<file path="src/hdl/spc_ram.sv">
// Generic simple dual-port RAM with one write port and one registered read port.
// Used for the service table and the port table. Depends on nothing.
module spc_ram #(
  parameter int WIDTH = 8,
  parameter int DEPTH = 16
) (
  input  logic                     clk_i,
  input  logic                     we_i,
  input  logic [$clog2(DEPTH)-1:0] waddr_i,
  input  logic [WIDTH-1:0]         wdata_i,
  input  logic [$clog2(DEPTH)-1:0] raddr_i,
  output logic [WIDTH-1:0]         rdata_o
);

  logic [WIDTH-1:0] mem [DEPTH];
  logic [WIDTH-1:0] rdata_q;

  always_ff @(posedge clk_i) begin
    if (we_i) begin
      mem[waddr_i] <= wdata_i;
    end
  end

  always_ff @(posedge clk_i) begin
    rdata_q <= mem[raddr_i];
  end

  assign rdata_o = rdata_q;

endmodule

</file>
<file path="config.mk">
export PLATFORM = sky130hd
export DESIGN_NAME = spc_ram
export DESIGN_NICKNAME = d
export VERILOG_FILES = /design/src/hdl/spc_ram.sv
export SDC_FILE = /design/constraint.sdc
export NUM_CORES = 1
export LEC_CHECK = 0
export ABC_AREA = 1
export BUFFER_PORTS_ARGS = -buffer_cell sky130_fd_sc_hd__buf_2
export CAP_MARGIN = 25
export CORE_ASPECT_RATIO = 0.6
export CORE_MARGIN = 2
export CORE_UTILIZATION = 47
export DETAILED_ROUTE_END_ITERATION = 7
export SLEW_MARGIN = 20
export SYNTH_ARGS = -nofsm -noshare
export SYNTH_HDL_FRONTEND = slang
export SYNTH_SLANG_ARGS = --single-unit
</file>
<file path="constraint.sdc">
create_clock -name clk_i -period 1.95 [get_ports clk_i]
set_clock_uncertainty 0.1 [all_clocks]
set_input_delay 0.585 -clock clk_i [delete_from_list [all_inputs] [get_ports clk_i]]
set_output_delay 0.585 -clock clk_i [all_outputs]
set_load 0.02 [all_outputs]
</file>
# Yosys cells after proc, flatten, opt, wreduce, memory -nomap -nowiden
# Memory sizes are Yosys's and may differ from the RTL's. A register that Yosys moved wholly into a read port is not among the register bits.
# Index checks and enable logic that the tools add are counted.
# classes
n_mux,2
# op_table
operator,n
two-way mux 1 bit,2
# word_totals
ramBits,128
reg_bits,0
output_inout_bits,8
n_memories,1
in_bits,18
elab_cells,3
# mem_list
memory,words,word_bits,rd,rd_clocked_by_memory_dff,write_ports,line_no,source
mem,16,8,1,1,1,15,logic [WIDTH-1:0] mem [DEPTH];

# Depth between registers and ports, before layout
# Gate-level depths: netlist (run 1).
# logic_depth
ltp_word,2
ltp_mapped,8
ltp_nobuf,7

# Least setup slack after synthesis (run 1)
# Ideal clock, no wire load.
# synth_timing
kind,input port to flip-flop
startpoint,input port waddr_i[2]
endpoint,"memory mem[10][0], enable pin"
arrival_time_ps,1166
setup_slack_ps,314
path_stages,2
n_path_buf,0
path_cell_list,nand3b_1 nor2_1
# synth_rtl
element,line_no,source
start: declaration,9,"input logic [$clog2(DEPTH)-1:0] waddr_i,"
end: declaration,15,
# Straight into the memory's write port.

# Worst setup path after layout (run 1)
# layout_timing
startpoint,"register rdata_q[5], in the netlist rdata_o[5], read port of mem"
endpoint,output port rdata_o[5]
# layout_rtl
element,line_no,source
start: declaration,16,logic [WIDTH-1:0] rdata_q;
end: declaration,12,output logic [WIDTH-1:0] rdata_o
# No word-level cell between the ends.

==> results.md, run 1 <==
* Post-synthesis net count at 569
* Diode count at 0
* Via count of the first global-routing pass at between 3k and 4k
* Yosys top cell by area: edfxtp_1
* Critical path arrival at roughly 970 ps
* Top cells by area, synth: edfxtp_1 67%, nand2_1 11%, nand3_1 8.4%
* WL final at about 14 mm
* Number of I/O port buffers at 25
* WP buf/inv at 1
* Slew HR at a little under three quarters
* WS Path Type: reg -> out
* CP endpoint kind: output pin
* Sequential area share after synthesis at a little over two thirds
* CP max stage cell: dfxtp_1
* Worst Reg2Reg Path Length in Cells at 6
* Worst path cell trace: buf_2
* Synth cell types at 12
* Die area at approximately 0.013 mm²
* Io pins at 26
* Beginning of the critical path: rdata_o[5]
* Cell Area, Synth at between 0.005 and 0.006 mm²
* # rows at 31
* Via count at roughly 4k
* Worst reg2reg path startpoint: mem[15][0]
* Post-route ant nets at 0
* Nets at between 600 and 700
* Status: finished clean
* Worst Path Required at ~1300 ps
* Max VDD drop at 0.000759 V
* Hold Path Class: in -> reg
* Final WS setup at between 200 and 300 ps
* Post-synth top area share at between 60% and 70%
* Critical path depth at 1
* Hold path depth at 3
* Clk slew on worst S/H paths at about 60 ps
* Die Wd at between 100 and 150 µm
* Cts bufs inserted at 17
* H-Tree Depth at 4
* Final period util at ~85%
* Finish-stage setup viols at 0
* WL per Instance at 18.0 µm
* Slew Limit Fails at 0
* Fin cells at 773
* First-pass DRT Iterations at 6
* Fin area at 0.00675 mm²
* Final Hold Viols at 0
* Final GP Congestion at 0.827
* Total Power at ~7.0 mW
* Layout cell share with drive strength beyond 1 at around 13%
* Clock Latency Late Sink at 410 ps
* Post-Route Utilization at 56.1%
* Power density over the cells at around 1000 mW/mm²
* Avg Cell Area, Syn at ~10 µm²
* Via density at ~5.1
* DP Worst Slack at 166 ps
* Startpoint types: flip-flop
* Warnings, synthesis at 0
* CTS Buffer Depth at 2
* Setup tns final at 0 ps
* Min cycle time layout at between 1500 and 2000 ps
* Max-Cap Viols at 0
* Unrepaired setup endpoints after global routing: false
* Crit-path max FO at 1
* Largest net degree at the start of global routing at between 60 and 70
* Total GRT Usage at 22.1%
* DP HPWL at between 8 and 9 mm
* Seq cells post-synth at around 140
* Initial antenna violation count at 0
* Lkg Pwr at 2.94 nW
* Max Clk Rate at around 610 MHz
* Iteration-0 DRC Markers at around 460
* First-pass GRT wire length at approximately 21 mm
* Drt drc at 0
* Max incr delay on CP at approximately 370 ps
* Remaining global-route overflow at 0
* Post-CTS setup buffers at 0
* Worst Tran Pin Value at ~430 ps
* Area Growth Syn to Fin at 17.0%
* Hold_sp: raddr_i[3]
* Post-synthesis cell count at between 500 and 600
* CP delay by family, top: flip-flops
* CTS sink cnt at approximately 140
* Cts hold-fix bufs at 0
* Post-place instance area at 0.00615 mm²
* Area of the core at between 0.01 and 0.015 mm²
* CTS tree: done
* Chip Height at around 90 µm
* PostCTS Resize Cnt at 0
* Final hold slack at 448 ps
* Initial Util at 48.0%
* Clock root buffer: clkbuf_16
* Placed cells at 741
[state kept, by name (all words and copies together), names as in the netlist]
signal	flops
rdata_o	8
mem	128
[Yosys cell counts (all sizes together)]
cell,number
inv,102
nand3,97
edfxtp,128
buf,24
nor2,17
dfxtp,8
nand3b,2
nand2,173
[worst paths after layout]
path | to | slack (ps)
worst max-delay path | rdata_o[5] | 300
worst min-delay path | rdata_o[4] | 450
worst max register to register | rdata_o[0] | 770
worst min register to register | rdata_o[5] | 600
[power breakdown]
group          internal, mW  switching, mW  total [mW]
clock network          2.12           1.14        3.26
logic                 0.126          0.318       0.444
registers              3.27         0.0216        3.29
total                  5.52           1.48        7.00
[per-layer routing]
layer	part of all wire, %	track usage (%)
met5	0	0
met2	39	27.6
met3	9.4	5.03
met1	50	37.2
met4	1.5	6.97
[cells in the final DEF (no fill, tap or decap), types with 3 or more instances in the layout]
master       n
buf_12       3
edfxtp_1   128
inv_1      100
nand3_1     97
buf_4       21
nand2_1    173
nor2_1      17
dfxtp_1      8
clkinv_2     4
buf_2       25
bufinv_16    4
clkbuf_1     5
clkbuf_16   17
[logic make-up (layout without fill, tap and decap cells)]
logic type | count (synthesis) | in the layout | share of synthesized area [%]
flops | 136 | 136 | 69.4
buf+inv | 126 | 183 | 9.52
simple gates | 289 | 289 | 21.0
[cell type report]
class | count | area (µm²)
multi-input cells | 289 | 1210
repair buffers | 49 | 343
inverters | 102 | 383
well taps | 165 | 206
clock inverters | 10 | 151
clock buffers | 22 | 444
flip-flops and latches | 136 | 4000
fillers | 1021 | 5280
(Power assumes the default switching activity.)
==> run 2: changes to the inputs <==
- ABC_AREA: 1 -> 0
- PLACE_DENSITY: unset -> 0.66
- clock period: 1.95 -> 1.45 ns (I/O delays scaled with it)
==> results.md, run 2 <==
* Status: finished clean
* Startpoint types: flip-flop
* Synth cell types at 19
* Post-synth top area share at between 70% and 80%
* Commonest non-fill, non-tap cells in the layout: 128 x edfxtp_1, 31 x mux4_2, 18 x buf_2, 18 x buf_12, 17 x clkbuf_16
* Post-synth EDFFs at between 100 and 150
* Initial antenna violation count at 0
* Clock root buffer: clkbuf_16
* Via count at ~2.4k
* Switching share of power at about a fifth
* WL per Instance at approximately 22 µm
* Seq cells post-synth at between 100 and 150
* Post-synthesis cell count at around 230
* Via count of the first global-routing pass at 2,529
* Largest Register: mem
* Critical path arrival at around 900 ps
* First-pass GRT wire length at around 15 mm
* Worst path cell trace: buf_4
* Combinational share of power at roughly 5.6%
* Max incr delay on CP at roughly 320 ps
* Sequential area share after synthesis at between 70 and 80%
* Flop pwr share at just under 50%
* Area of the core at 0.0106 mm²
* Finish-stage setup viols at 0
* Iteration-0 DRC Markers at 257
* Initial Util at approximately 48%
* Top_reg_cell synth: edfxtp_1
* Diode count at 0
* Top cells by area, synth: edfxtp_1 75%, mux4_2 7.9%, mux4_1 7.1%
* Slew Limit Fails at 0
* WP buf/inv at 1
* Post-CTS setup buffers at 0
* Lkg Pwr at 2.16 nW
* Chip Height at ~85 µm
* Most numerous cell in the Yosys netlist: edfxtp_1
* DP HPWL at between 6 and 7 mm
* Worst Path Required at 920 ps
* CP max stage cell: dfxtp_2
* Slew HR at 44.5%
* Unrepaired setup endpoints after global routing: false
* Total Power at a little over 9 mW
* Post-route ant nets at 0
* Worst Tran Pin Value at 830 ps
* Die Wd at around 140 µm
* WS Path Type: reg -> out
* Pint at approximately 7.4 mW
* Drt drc at 0
* Clk slew on worst S/H paths at around 50 ps
* Power density over the cells at roughly 1400 mW/mm²
* Via density at roughly 5.4
* Cts hold-fix bufs at 0
* Min cycle time layout at about 1400 ps
* Nets at 309
* CP delay by family, top: flip-flops
* Max reg flops at roughly 130
* Layout cell share with drive strength beyond 1 at ~44%
* Number of I/O port buffers at 25
* Total GRT Usage at 18.5%
* Clk network pwr share at roughly 46%
* Max VDD drop at 0.000837 V
* Final period util at between 90% and 100%
* Final Hold Viols at 0
* Max Clk Rate at 704 MHz
* Largest net degree at the start of global routing at 19
* CP endpoint kind: output pin
* WL final at around 9.8 mm
* Commonest non-fill, non-tap cell in the layout: edfxtp_1
* Hold Path Class: in -> reg
* Leading cell types by count after synthesis: 128 x edfxtp_1, 18 x mux4_2, 16 x a22oi_1
* Die area at about 0.012 mm²
* Cell Area, Synth at slightly above 0.005 mm²
* Remaining global-route overflow at 0
* Yosys top cell by area: edfxtp_1
* Avg Cell Area, Syn at between 20 and 25 µm²
* Post-synthesis net count at between 200 and 250
* CTS tree: done
* Io pins at 26
* Final GP Congestion at approximately 0.75
* CTS sink cnt at about 140
* Area Growth Syn to Fin at 25.4%
* Clock Latency Late Sink at 410 ps
* Warnings, synthesis at 0
* Max-Cap Viols at 0
* Worst reg2reg setup slack at ~60 ps
* Ys async rst share at 0%
* Final hold slack at about 310 ps
* Crit-path max FO at 1
* CTS Buffer Depth at 2
* H-Tree Depth at 4
* Post-Route Utilization at between 60% and 70%
* # rows at 29
* Cts bufs inserted at 17
* Net switching power at between 1.5 and 2 mW
* First-pass DRT Iterations at 5
[run 2: cell types whose count changed after synthesis, sizes merged, moves of 2 or more]
cell,change
buf,-17
nand2b,+2
nand2,-164
mux4,+32
a22oi,+16
nor3,+4
nor2,-4
clkdlybuf4s25,+3
nand3,-96
inv,-102
[run 2: power by group through the flow]
stage               clock network [mW]  registers (mW)  logic (mW)
finish                            4.26            4.43       0.519
global route                      4.52            4.44       0.561
CTS                               4.33            4.43       0.517
detailed placement                   0            4.51       0.507
global placement                     0            4.50       0.496
floorplan                            0            4.53       0.254
[run 2: final cells by class]
class	count	area (µm²)
Multi-Input combinational cell	83	1100
Fill cell	750	4180
Tap cell	139	174
Sequential cell	136	4010
Clock buffer	23	468
Timing Repair Buffer	53	586
Clock inverter	9	124
[run 2: final timing paths]
| check | to | from | depth (start not counted) |
|---|---|---|---|
| setup / recovery | rdata_o[7] | rdata_o[7] | 1 |
| hold / removal | mem[6][5] | wdata_i[5] | 1 |
| setup reg to reg | rdata_o[2] | mem[11][2] | 3 |
| hold reg to reg | rdata_o[7] | mem[6][7] | 3 |
[run 2: worst register-to-register path, cell delays in order, from the launching register on]
cell and delay (ps):
edfxtp_1 370, mux4_2 480, a22oi_1 250, nand2_1 70
[run 2: kinds of logic after synthesis]
family,share of synthesized area [%]
flip-flops,77.8
multiplexers,15.0
AND/OR/NAND/NOR,3.18
AO/OA/AOI/OAI,2.33
buffers and inverters,1.68
[run 2: per-stage QoR]
step	instance area, µm²	TNS, ps	setup slack, ps	std cells
final	6460	0	30.5	443
after global routing	6460	0	0.242	443
after CTS	6430	0	1.74	443
after detailed placement	5820	-28140	-470	411
after global placement	5820	-26760	-465	411
after floorplan	5210	-7190	-188	229
[run 2: timing repair]
item	4_1_cts	5_1_grt
resized for setup	7	8
gates cloned	0	0
setup endpoints to repair	7	7
[run 2: per-layer routing]
metal	part of all wire (%)	routed length (µm)	GRT usage (%)
met1	44	4310	27.2
met2	45	4440	25.6
met3	9.4	913	6.66
met4	0.97	95	7.07
met5	0	0	0
==> run 3: changes to the inputs <==
- CELL_PAD_IN_SITES_DETAIL_PLACEMENT: unset -> 1
- CELL_PAD_IN_SITES_GLOBAL_PLACEMENT: unset -> 1
- MAX_ROUTING_LAYER: unset -> met4
- PLACE_DENSITY: 0.66 -> 0.75
==> results.md, run 3 (synthesis results as in run 2) <==
* CTS Buffer Depth at 2
* Hold_sp: wdata_i[5]
* Nets at 315
* Via density at ~5.5
* Critical path arrival at between 1500 and 2000 ps
* Initial antenna violation count at 0
* Layout cell share with drive strength beyond 1 at 46.1%
* CTS tree: done
* Crit-path max FO at 6
* Lkg Pwr at about 2.2 nW
* Fin area at approximately 0.0065 mm²
* Hold Path Class: in -> reg
* Worst Reg2Reg Path Length in Cells at 3
* Finish-stage setup viols at 0
* Clock Latency Late Sink at ~420 ps
* Clk slew on worst S/H paths at 60 ps
* CTS sink cnt at between 100 and 150
* Number of I/O port buffers at 25
* Area Growth Syn to Fin at 27.1%
* Cts hold-fix bufs at 0
* Max VDD drop at slightly below 0.0009 V
* Worst Path Required at roughly 1600 ps
* Via count of the first global-routing pass at roughly 2.7k
* Diode count at 0
* Post-Route Utilization at 61.5%
* Remaining global-route overflow at 0
* Die Wd at 139 µm
* DP Worst Slack at -480 ps
* Final Hold Viols at 0
* First-pass DRT Iterations at 4
* Post-CTS setup buffers at 0
* Drt drc at 0
* Slew Limit Fails at 0
* H-Tree Depth at 4
* Final period util at 98.5%
* Power density over the cells at 1460 mW/mm²
* WL final at approximately 11 mm
* Worst reg2reg path startpoint: mem[11][7]
* Total GRT Usage at approximately a fifth
* Fin cells at about 450
* First-pass GRT wire length at around 17 mm
* PostCTS Resize Cnt at 8
* Chip Height at between 80 and 90 µm
* Max Clk Rate at 700 MHz
* Final hold slack at roughly 300 ps
* Max reg flops at about 130
* Layout fillers at roughly 900
* Worst reg2reg setup slack at 80 ps
* DP HPWL at about 7.2 mm
* Hold path depth at 1
* Initial Util at between 40% and 50%
* # rows at 29
* Post-place instance area at 0.00584 mm²
* Io pins at 26
* Iteration-0 DRC Markers at 161
* Min cycle time layout at around 1400 ps
* WS Path Type: in -> reg
* Post-route ant nets at 0
* Die area at between 0.01 and 0.015 mm²
* Final WS setup at around 21 ps
* Setup tns final at 0 ps
* Status: finished clean
* Total Power at 9.58 mW
* WL per Instance at ~24 µm
* Startpoint types: input port
* Commonest non-fill, non-tap cells in the layout: 128 x edfxtp_1, 31 x mux4_2, 21 x buf_2
* Commonest non-fill, non-tap cell in the layout: edfxtp_1
* Largest net degree at the start of global routing at 17
* Area of the core at 0.0106 mm²
* Placed cells at approximately 420
* Clock root buffer: clkbuf_16
* Final GP Congestion at roughly 0.71
* FF-to-FF End: rdata_o[7]
* Largest Register: mem
* Max-Cap Viols at 0
* Worst Tran Pin Value at 912 ps
* Worst Hold Path EP: mem[14][5]
* Slew HR at approximately two fifths
* Via count at 2,459
* Cts bufs inserted at 17
* CP endpoint kind: flip-flop
[run 3: final cells by class]
| cell class | instances | area [µm²] | share of cell area, % |
|---|---|---|---|
| Clock buffer | 24 | 492 | 7.52 |
| Multi-Input combinational cell | 83 | 1110 | 17.0 |
| Tap cell | 139 | 174 | 2.66 |
| Clock inverter | 8 | 143 | 2.18 |
| Sequential cell | 136 | 4010 | 61.2 |
| Timing Repair Buffer | 59 | 614 | 9.39 |
[run 3: worst max path at each step]
stage               start  slack, ps    endpoint
6_report       raddr_i[0]         20  rdata_o[4]
5_1_grt        raddr_i[3]        -20  rdata_o[7]
2_1_floorplan  waddr_i[2]       -190   mem[0][0]
3_3_place_gp   raddr_i[0]       -470  rdata_o[3]
4_1_cts        raddr_i[0]          7  rdata_o[4]
3_5_place_dp   raddr_i[0]       -480  rdata_o[3]
[run 3: metal layers]
layer	up-vias	part of all wire (%)	routed length (µm)	global-route usage (%)
met4	0	1.2	129	7.35
met5	-	0	0	-
met3	10	4.6	501	6.04
met2	68	46	5000	30.0
met1	1286	48	5180	29.5
li1	1095	-	-	-
[run 3: where the power goes]
group | switching (mW) | internal [mW] | total (mW) | leakage [nW]
Sequential | 0.0276 | 4.40 | 4.43 | 1.22
Combinational | 0.293 | 0.246 | 0.539 | 0.666
Clock | 1.56 | 3.05 | 4.62 | 0.310
[run 3: critical path, cell delays in order]
cell and delay (ps):
clkbuf_4 160, buf_8 150, buf_12 110, mux4_2 490, a22oi_2 190, nand2_1 90
