`src/hdl/spc_pkg.sv`:
```
// Package for the service port collision checker.
// Holds table sizes, derived widths, request and result types and helpers.
// Depends on nothing.
package spc_pkg;

  localparam int SERVICE_ENTRIES = 1024;
  localparam int PORT_ENTRIES    = 1024;
  localparam int PROVIDER_BITS   = 8;
  localparam int KEY_SHIFT       = 16;

  localparam int KEY_W          = 2 * KEY_SHIFT;
  localparam int PORT_W         = 16;
  localparam int SVC_AW         = $clog2(SERVICE_ENTRIES);
  localparam int SVC_CW         = SVC_AW + 1;
  localparam int PORT_AW        = $clog2(PORT_ENTRIES);
  localparam int PORT_CW        = PORT_AW + 1;
  localparam int IDX_W          = (SVC_CW > PORT_CW) ? SVC_CW : PORT_CW;
  localparam int SVC_ENTRY_W    = KEY_W + PROVIDER_BITS;
  localparam int PORT_ENTRY_W   = PROVIDER_BITS + PORT_W;

  typedef struct packed {
    logic [15:0] service_code;
    logic [15:0] instance_code;
    logic [7:0]  provider_code;
    logic [15:0] port_number;
    logic        first_of_set;
  } spc_in_t;

  typedef struct packed {
    logic       service_collision;
    logic [7:0] earlier_provider;
    logic       port_conflict;
    logic       table_overflow;
  } spc_out_t;

  // Keeps only the low PROVIDER_BITS bits of a provider code.
  function automatic logic [PROVIDER_BITS-1:0] prov_of(input logic [7:0] code);
    logic [15:0] wide;
    wide = {8'b0, code};
    return wide[PROVIDER_BITS-1:0];
  endfunction

  // Widens or narrows a stored provider to the 8-bit result field.
  function automatic logic [7:0] prov_out(input logic [PROVIDER_BITS-1:0] prov);
    logic [15:0] wide;
    wide = 16'(prov);
    return wide[7:0];
  endfunction

endpackage

```
`src/hdl/spc_seq.sv`:
```
// Sequencer and shared compare logic of the service port collision checker.
// Scans both tables with one index, then inserts and loads the result register.
// Depends on spc_pkg.
module spc_seq (
  input  logic                                    clk_i,
  input  logic                                    rst_ni,
  input  logic                                    in_valid_i,
  output logic                                    in_ready_o,
  input  spc_pkg::spc_in_t                        in_data_i,
  output logic                                    out_valid_o,
  input  logic                                    out_ready_i,
  output spc_pkg::spc_out_t                       out_data_o,
  output logic [spc_pkg::SVC_AW-1:0]              svc_raddr_o,
  input  logic [spc_pkg::SVC_ENTRY_W-1:0]         svc_rdata_i,
  output logic                                    svc_we_o,
  output logic [spc_pkg::SVC_AW-1:0]              svc_waddr_o,
  output logic [spc_pkg::SVC_ENTRY_W-1:0]         svc_wdata_o,
  output logic [spc_pkg::PORT_AW-1:0]             port_raddr_o,
  input  logic [spc_pkg::PORT_ENTRY_W-1:0]        port_rdata_i,
  output logic                                    port_we_o,
  output logic [spc_pkg::PORT_AW-1:0]             port_waddr_o,
  output logic [spc_pkg::PORT_ENTRY_W-1:0]        port_wdata_o
);
  import spc_pkg::*;

  localparam logic [1:0] ST_IDLE = 2'd0;
  localparam logic [1:0] ST_SCAN = 2'd1;
  localparam logic [1:0] ST_DONE = 2'd2;

  logic [1:0]               state_q, state_d;
  logic [IDX_W-1:0]         idx_q, idx_d;
  logic                     pend_q, pend_d;
  logic                     svc_done_q, svc_done_d;
  logic                     svc_hit_q, svc_hit_d;
  logic                     port_done_q, port_done_d;
  logic                     port_hit_q, port_hit_d;
  logic                     collide_q, collide_d;
  logic [PROVIDER_BITS-1:0] earlier_q, earlier_d;
  logic [SVC_CW-1:0]        svc_cnt_q, svc_cnt_d;
  logic [PORT_CW-1:0]       port_cnt_q, port_cnt_d;
  logic                     out_valid_q, out_valid_d;

  logic [KEY_W-1:0]         key_q, key_d;
  logic [PROVIDER_BITS-1:0] prov_q, prov_d;
  logic [PORT_W-1:0]        port_q, port_d;
  spc_out_t                 out_q, out_d;

  logic svc_match, port_match, svc_done_n, port_done_n;
  logic svc_full, port_full, out_free, load;

  assign svc_match  = pend_q && !svc_done_q &&
                      (svc_rdata_i[SVC_ENTRY_W-1 -: KEY_W] == key_q);
  assign port_match = pend_q && !port_done_q && (port_rdata_i == {prov_q, port_q});
  assign svc_done_n  = svc_done_q || svc_match || (idx_q >= IDX_W'(svc_cnt_q));
  assign port_done_n = port_done_q || port_match || (idx_q >= IDX_W'(port_cnt_q));
  assign svc_full  = (svc_cnt_q == SVC_CW'(SERVICE_ENTRIES));
  assign port_full = (port_cnt_q == PORT_CW'(PORT_ENTRIES));
  assign out_free  = !out_valid_q || out_ready_i;
  assign load      = (state_q == ST_DONE) && out_free;

  assign in_ready_o   = (state_q == ST_IDLE);
  assign out_valid_o  = out_valid_q;
  assign out_data_o   = out_q;
  assign svc_raddr_o  = idx_q[SVC_AW-1:0];
  assign port_raddr_o = idx_q[PORT_AW-1:0];
  assign svc_waddr_o  = svc_cnt_q[SVC_AW-1:0];
  assign port_waddr_o = port_cnt_q[PORT_AW-1:0];
  assign svc_wdata_o  = {key_q, prov_q};
  assign port_wdata_o = {prov_q, port_q};
  assign svc_we_o     = load && !svc_hit_q && !svc_full;
  assign port_we_o    = load && !port_hit_q && !port_full;

  always_comb begin
    state_d     = state_q;
    idx_d       = idx_q;
    pend_d      = pend_q;
    svc_done_d  = svc_done_q;
    svc_hit_d   = svc_hit_q;
    port_done_d = port_done_q;
    port_hit_d  = port_hit_q;
    collide_d   = collide_q;
    earlier_d   = earlier_q;
    svc_cnt_d   = svc_cnt_q;
    port_cnt_d  = port_cnt_q;
    key_d       = key_q;
    prov_d      = prov_q;
    port_d      = port_q;
    out_d       = out_q;
    out_valid_d = out_ready_i ? 1'b0 : out_valid_q;
    case (state_q)
      ST_IDLE: begin
        if (in_valid_i) begin
          key_d       = {in_data_i.service_code, in_data_i.instance_code};
          prov_d      = prov_of(in_data_i.provider_code);
          port_d      = in_data_i.port_number;
          idx_d       = '0;
          pend_d      = 1'b0;
          svc_done_d  = 1'b0;
          svc_hit_d   = 1'b0;
          port_done_d = 1'b0;
          port_hit_d  = 1'b0;
          collide_d   = 1'b0;
          earlier_d   = '0;
          if (in_data_i.first_of_set) begin
            svc_cnt_d  = '0;
            port_cnt_d = '0;
          end
          state_d = ST_SCAN;
        end
      end
      ST_SCAN: begin
        pend_d      = 1'b1;
        idx_d       = idx_q + IDX_W'(1);
        svc_done_d  = svc_done_n;
        port_done_d = port_done_n;
        if (svc_match) begin
          svc_hit_d = 1'b1;
          if (svc_rdata_i[PROVIDER_BITS-1:0] != prov_q) begin
            collide_d = 1'b1;
            earlier_d = svc_rdata_i[PROVIDER_BITS-1:0];
          end
        end
        if (port_match) begin
          port_hit_d = 1'b1;
        end
        if (svc_done_n && port_done_n) begin
          state_d = ST_DONE;
        end
      end
      ST_DONE: begin
        if (out_free) begin
          out_d.service_collision = collide_q;
          out_d.earlier_provider  = prov_out(earlier_q);
          out_d.port_conflict     = port_hit_q;
          out_d.table_overflow    = (!svc_hit_q && svc_full) || (!port_hit_q && port_full);
          out_valid_d             = 1'b1;
          if (!svc_hit_q && !svc_full) begin
            svc_cnt_d = svc_cnt_q + SVC_CW'(1);
          end
          if (!port_hit_q && !port_full) begin
            port_cnt_d = port_cnt_q + PORT_CW'(1);
          end
          state_d = ST_IDLE;
        end
      end
      default: begin
        state_d = ST_IDLE;
      end
    endcase
  end

  always_ff @(posedge clk_i or negedge rst_ni) begin
    if (!rst_ni) begin
      state_q     <= ST_IDLE;
      idx_q       <= '0;
      pend_q      <= 1'b0;
      svc_done_q  <= 1'b0;
      svc_hit_q   <= 1'b0;
      port_done_q <= 1'b0;
      port_hit_q  <= 1'b0;
      collide_q   <= 1'b0;
      earlier_q   <= '0;
      svc_cnt_q   <= '0;
      port_cnt_q  <= '0;
      out_valid_q <= 1'b0;
    end else begin
      state_q     <= state_d;
      idx_q       <= idx_d;
      pend_q      <= pend_d;
      svc_done_q  <= svc_done_d;
      svc_hit_q   <= svc_hit_d;
      port_done_q <= port_done_d;
      port_hit_q  <= port_hit_d;
      collide_q   <= collide_d;
      earlier_q   <= earlier_d;
      svc_cnt_q   <= svc_cnt_d;
      port_cnt_q  <= port_cnt_d;
      out_valid_q <= out_valid_d;
    end
  end

  always_ff @(posedge clk_i) begin
    key_q  <= key_d;
    prov_q <= prov_d;
    port_q <= port_d;
    out_q  <= out_d;
  end

endmodule
```
`config.mk`:
```
export PLATFORM = sky130hd
export DESIGN_NAME = spc_seq
export DESIGN_NICKNAME = d
export VERILOG_FILES = /design/src/hdl/spc_pkg.sv /design/src/hdl/spc_seq.sv
export SDC_FILE = /design/constraint.sdc
export NUM_CORES = 1
export LEC_CHECK = 0
export BUFFER_PORTS_ARGS = -buffer_cell sky130_fd_sc_hd__buf_2
export CORE_UTILIZATION = 54
export CTS_BUF_LIST = sky130_fd_sc_hd__clkbuf_4 sky130_fd_sc_hd__clkbuf_8
export DETAILED_ROUTE_END_ITERATION = 6
export PLACE_DENSITY = 0.93
export SLEW_MARGIN = 10
export SYNTH_ARGS = -nofsm -noshare
export SYNTH_HDL_FRONTEND = slang
export SYNTH_SLANG_ARGS = --single-unit
```
`constraint.sdc`:
```
create_clock -name clk_i -period 3.5 [get_ports clk_i]
set_input_delay 0.525 -clock clk_i [delete_from_list [all_inputs] [get_ports clk_i]]
set_output_delay 0.525 -clock clk_i [all_outputs]
set_load 0.005 [all_outputs]
```
**After elaboration in Yosys (flattened, before gate mapping)**

Index checks and enable logic that the tools add are counted.

- Bits in latches: 0
- RAM bits: 0
- Memories kept: 0
- Output and inout bits: 119
- Logic and storage cells: 111
- Register bits: 117
- ROM bits: 0

- Multipliers: 0
- Magnitude comparators: 2
- Shifts and indexed selects: 0
- Mux-type cells: 32
- Add/sub/neg operators: 3
- Bitwise logic cells: 0
- Equal/unequal tests: 16
- Divide/modulo/power cells: 0
- Reduce and logical (&&, ||, !) cells: 39

Operators by type and width:

| kind | number |
|---|---|
| 11-bit two-way mux | 7 |
| 11-bit case mux with 2 select lines | 3 |
| 11-bit by 1-bit adder with 11-bit output, second input constant | 3 |
| 32-bit == test | 1 |
| 24-bit == test | 1 |
| 8-bit two-way mux | 3 |
| 11-bit == test, second input constant | 2 |
| 11-bit >= comparator | 2 |
| 8-bit case mux with 2 select lines | 1 |
| 1-bit logical AND | 14 |
| 2-bit != test, second input constant | 6 |
| 1-bit case mux with 2 select lines | 6 |
| 5-bit AND reduction | 2 |
| 3-bit AND reduction | 3 |
| 1-bit two-way mux | 8 |
| 8-bit != test | 1 |
| 1-bit zero test | 7 |
| 1-bit logical OR | 6 |
| 2-bit two-way mux | 3 |
| 2-bit by 1-bit != test with 1-bit output, second input constant | 3 |
| 2-bit case mux with 3 select lines | 1 |
| 2-bit AND reduction | 3 |
| 4-bit AND reduction | 1 |
| 2-bit nonzero test | 2 |
| other kinds (3) | 3 |

**Depth between registers and ports, before layout**

- Depth in word-level cells: 8
- Gate-level depth with buffers: 9

**Least setup slack after synthesis**

OpenSTA, ideal clock, no wires.

- Path type: reg2reg
- From: reg state_q[0]
- To: reg svc_cnt_q[10]
- Clock period less this slack: 2323 ps
- Arrival: 2191 ps
- Setup slack: 1177 ps
- Cell stages (with the launch flop): 9
- Buffers on the path: 0
- Library setup time: 132 ps
- Path through: dfrtp_1 -> nor2_2 -> nand2_2 -> clkinv_2 -> nand2_1 -> a2111oi_4 -> nand3_1 -> xnor2_1 -> nor2_1

- Word-level cells in the longest chain between the ends: 3

Ends and longest elaborated chain:

| what | RTL line | source |
|---|---|---|
| start, declared | spc_seq.sv:30 | `logic [1:0] state_q, state_d;` |
| start signal, assigned | spc_seq.sv:167 | `state_q <= state_d;` |
| 2-bit zero test * | n/a |  |
| via in_ready_o | spc_seq.sv:8 | `output logic in_ready_o,` |
| 2-bit by 1-bit != test with 1-bit output (no source line), or another cell as far along | n/a |  |
| 5-bit AND reduction (no source line) | n/a |  |
| end signal, assigned | spc_seq.sv:176 | `svc_cnt_q <= svc_cnt_d;` |
| end, declared | spc_seq.sv:39 | `logic [SVC_CW-1:0] svc_cnt_q, svc_cnt_d;` |

Mark *: on every way through the listed nets, which the timed path passes. The rest lies on a longest branch.
A chain may end at the register's enable or synchronous reset.

**Worst setup path in the final report**

- From: reg svc_cnt_q[0]
- To: out svc_we_o

- Word-level cells in the longest chain between the ends: 3

Ends and longest elaborated chain:

| what | RTL line | source |
|---|---|---|
| 11-bit == test | spc_seq.sv:56 | `assign svc_full = (svc_cnt_q == SVC_CW'(SERVICE_ENTRIES));` |
| 1-bit zero test | spc_seq.sv:70 | `assign svc_we_o = load && !svc_hit_q && !svc_full;` |
| 1-bit logical AND | spc_seq.sv:70 |  |
| end, declared | spc_seq.sv:15 | `output logic svc_we_o,` |

No other way between the ends.

==> summary.txt <==
Place WS: 0.930 ns
# IOs: 244
Max H-tree Level: 4
Die Y: 107 um
Final setup viols: 0
CTS tree: yes
Routed via count: 4792
Post-synth net total: 671
Number of synthesized register bits: 117
Syn Area/Cell: 11.6 sq um
CP startpoint: svc_cnt_q[0]
Status: completed
Antenna violations before repair: 0
Crit share post-route: 0.756
Max VDD drop: 0.408 mV
Maximum clock frequency: 378 MHz
Max_slew headroom: 0.427
RSZ-0062 raised after global routing: no
Setup Buffers After CTS: 0
Slew Limit Fails: 0
Required time worst endpoint: 2.97 ns
Die ar.: 0.0115 sq mm
Setup TNS: 0 ns
Dpl hpwl: 12200 um
Top cell type by total area after synthesis: edfxtp_1
Drt wl/cell: 18.0 um
Total area of sequential cells: 0.00326 sq mm
Most frequent cells in the layout: buf_2 (243), edfxtp_1 (67), dfrtp_1 (50)
1st-iter DRT viols: 322
First-pass GRT wire length: 23700 um
Number of global-route vias before repair: 4852
DR pass1 iterations: 4
Leak: 3.44 nW
Final ANT Viol Nets: 0
Worst path max stage delay: 0.47 ns
DR DRC count: 0
CTS Hold Buffers Added: 0
Compound-gate portion of the synthesized area: 0.0661
Total GRT Usage: 0.277
Fin Clk Skew: 0.0103 ns
Cell count of the worst reg-to-reg path: 6
Slack of the critical path: 0.853 ns
Largest net degree at the start of global routing: 51
Hold Path Class: in -> async
Clk_lat worst skew: 0.41 ns
Worst Path Max Fanout: 7
WL final: 15900 um
Initial Util: 0.554
Main synth FF type: edfxtp_1
CTS Buf Count: 17
Die width: 107 um
Fill cells: 779
Critical path, cell by cell: inv_1, ha_1, nor4b_1, nand4_1, nand2_1, inv_1, buf_2
Max_cap viols: 0
PortBufs: 243
Synth Instances: 519
Maximum root-to-sink buffer count: 2
Clk Tree Root Cell: clkbuf_8
Finished Cell Area: 0.00739 sq mm
Syn. warnings: 0
Critical path endpoint category: output port
Multi-input gate area: 0.00224 sq mm
Reg2Reg Launch Point: prov_q[1]
Core ar.: 0.0108 sq mm
Final Hold Fails: 0
Sequential share of the synthesized area: 0.543
Share of cells above drive strength 1: 0.385
Post-DP Area: 0.00701 sq mm
Post-synthesis simple-gate area fraction: 0.130
Largest family of logic cells by synthesized area: simple AND/OR/NAND/NOR gates
GPL Wtd Cong: 0.883
Crit start category: flip-flop
Post-synth EDFFs: 67
Post-CTS Resized: 0
Synth Area in XOR/XNOR: 0.118
Mux cell area share after synthesis: 0.00188
Min Hold Slack: 0.0384 ns
Vias per std cell: 5.44
Critical Path AT: 2.12 ns
Adder-Cell Fraction of Synth Area: 0.0563
Slew @ Worst Pin: 0.856 ns
Post-Syn Area: 0.00600 sq mm
Pwr dens: 550 mW/mm^2
Site row count: 38
Top-area cell type share of the netlist area: 0.335
Area grow syn2layout: 23.1%
Crit path kind: reg -> out
Final Critical Period: 2.65 ns
Clk sinks: 117
Number of distinct library cells after synthesis: 50
Largest cells by area after synthesis: edfxtp_1 (34%), dfrtp_1 (21%), xor2_1 (7.1%), buf_4 (6.0%), ha_1 (5.6%)
Most used cell, CP: inv_1
Async set-reset flop share out of synthesis: 0.427
Nets: 881
Most common cell after layout, fill and taps aside: buf_2
Slowest CP cell: dfrtp_1
Total gr overflow: 0
Clock input transition at the sequential cells of the worst setup and hold paths: 0.07 ns
Ant. Diodes: 0
[cells in the mapped netlist (all sizes together) (2+ instances only)]
master and instances:
xnor2 32, nand4 18, nand2 39, dfrtp 50
o211ai 3, and3 2, nor3 9, buf 53
a21o 5, nor4 16, nor4b 2, nor2b 2
xor2 49, and2 3, a21oi 14, o21ai 24
nand3 17, ha 27, nor2 24, clkbuf 2
o31ai 5, or3 7, nand2b 5, edfxtp 67
a31oi 4, inv 27, o22ai 2
[critical path: cells and delay by family, from the launching register on]
family	cells	cell delay (ns)
adders and majority gates	1	0.13
buffers and inverters	3	0.33
DFF	1	0.47
and+or+nand+nor	3	0.79
[layout make-up]
type                    instances  share of cell area
flip-flops and latches        117               0.442
multi-input cells             319               0.303
repair buffers                246               0.169
clock buffers                  18              0.0327
well taps                     140              0.0237
clock inverters                13              0.0157
inverters                      28              0.0144
[worst paths after layout]
kind	to	slack [ns]
max	svc_we_o	0.85
min	port_cnt_q[2]	0.04
max reg2reg	state_q[0]	1.02
min reg2reg	out_data_o[4]	0.46
max in group asynchronous	svc_hit_q	2.93
min in group clk_i	prov_q[1]	0.28
[registers in the layout, summed over array words and instances, names as in the netlist, 2 cells and up]
register and count:
port_q 16, key_q 32, svc_cnt_q 11, port_cnt_q 11, out_data_o 11, idx_q 11
state_q 2, prov_q 8, earlier_q 8
[cells by family after synthesis]
family	after synthesis
adders and majority gates	27
and+or+nand+nor	148
DFF	117
AOI/OAI and AO/OA	62
buffers and inverters	83
muxes	1
xor gates and xnor gates	81
[stage by stage]
stage | cells | power (mW) | utilization
global route | 881 | 4.27 | 0.682
finish | 881 | 4.07 | 0.682
global placement | 849 | 2.88 | 0.647
detailed placement | 849 | 2.92 | 0.647
floorplan | 519 | 2.51 | -
CTS | 880 | 4.08 | 0.680
[per-layer routing]
metal / part of all wire / GRT usage
met5: 0 / 0
met4: 0.032 / 0.126
met3: 0.075 / 0.0696
met2: 0.52 / 0.491
met1: 0.37 / 0.315
[report_power, final]
group	internal, mW	switching, mW
Sequential	1.71	0.194
Clock	0.619	0.523
Combinational	0.442	0.574
No activity file was read; power rests on OpenSTA's default activity.
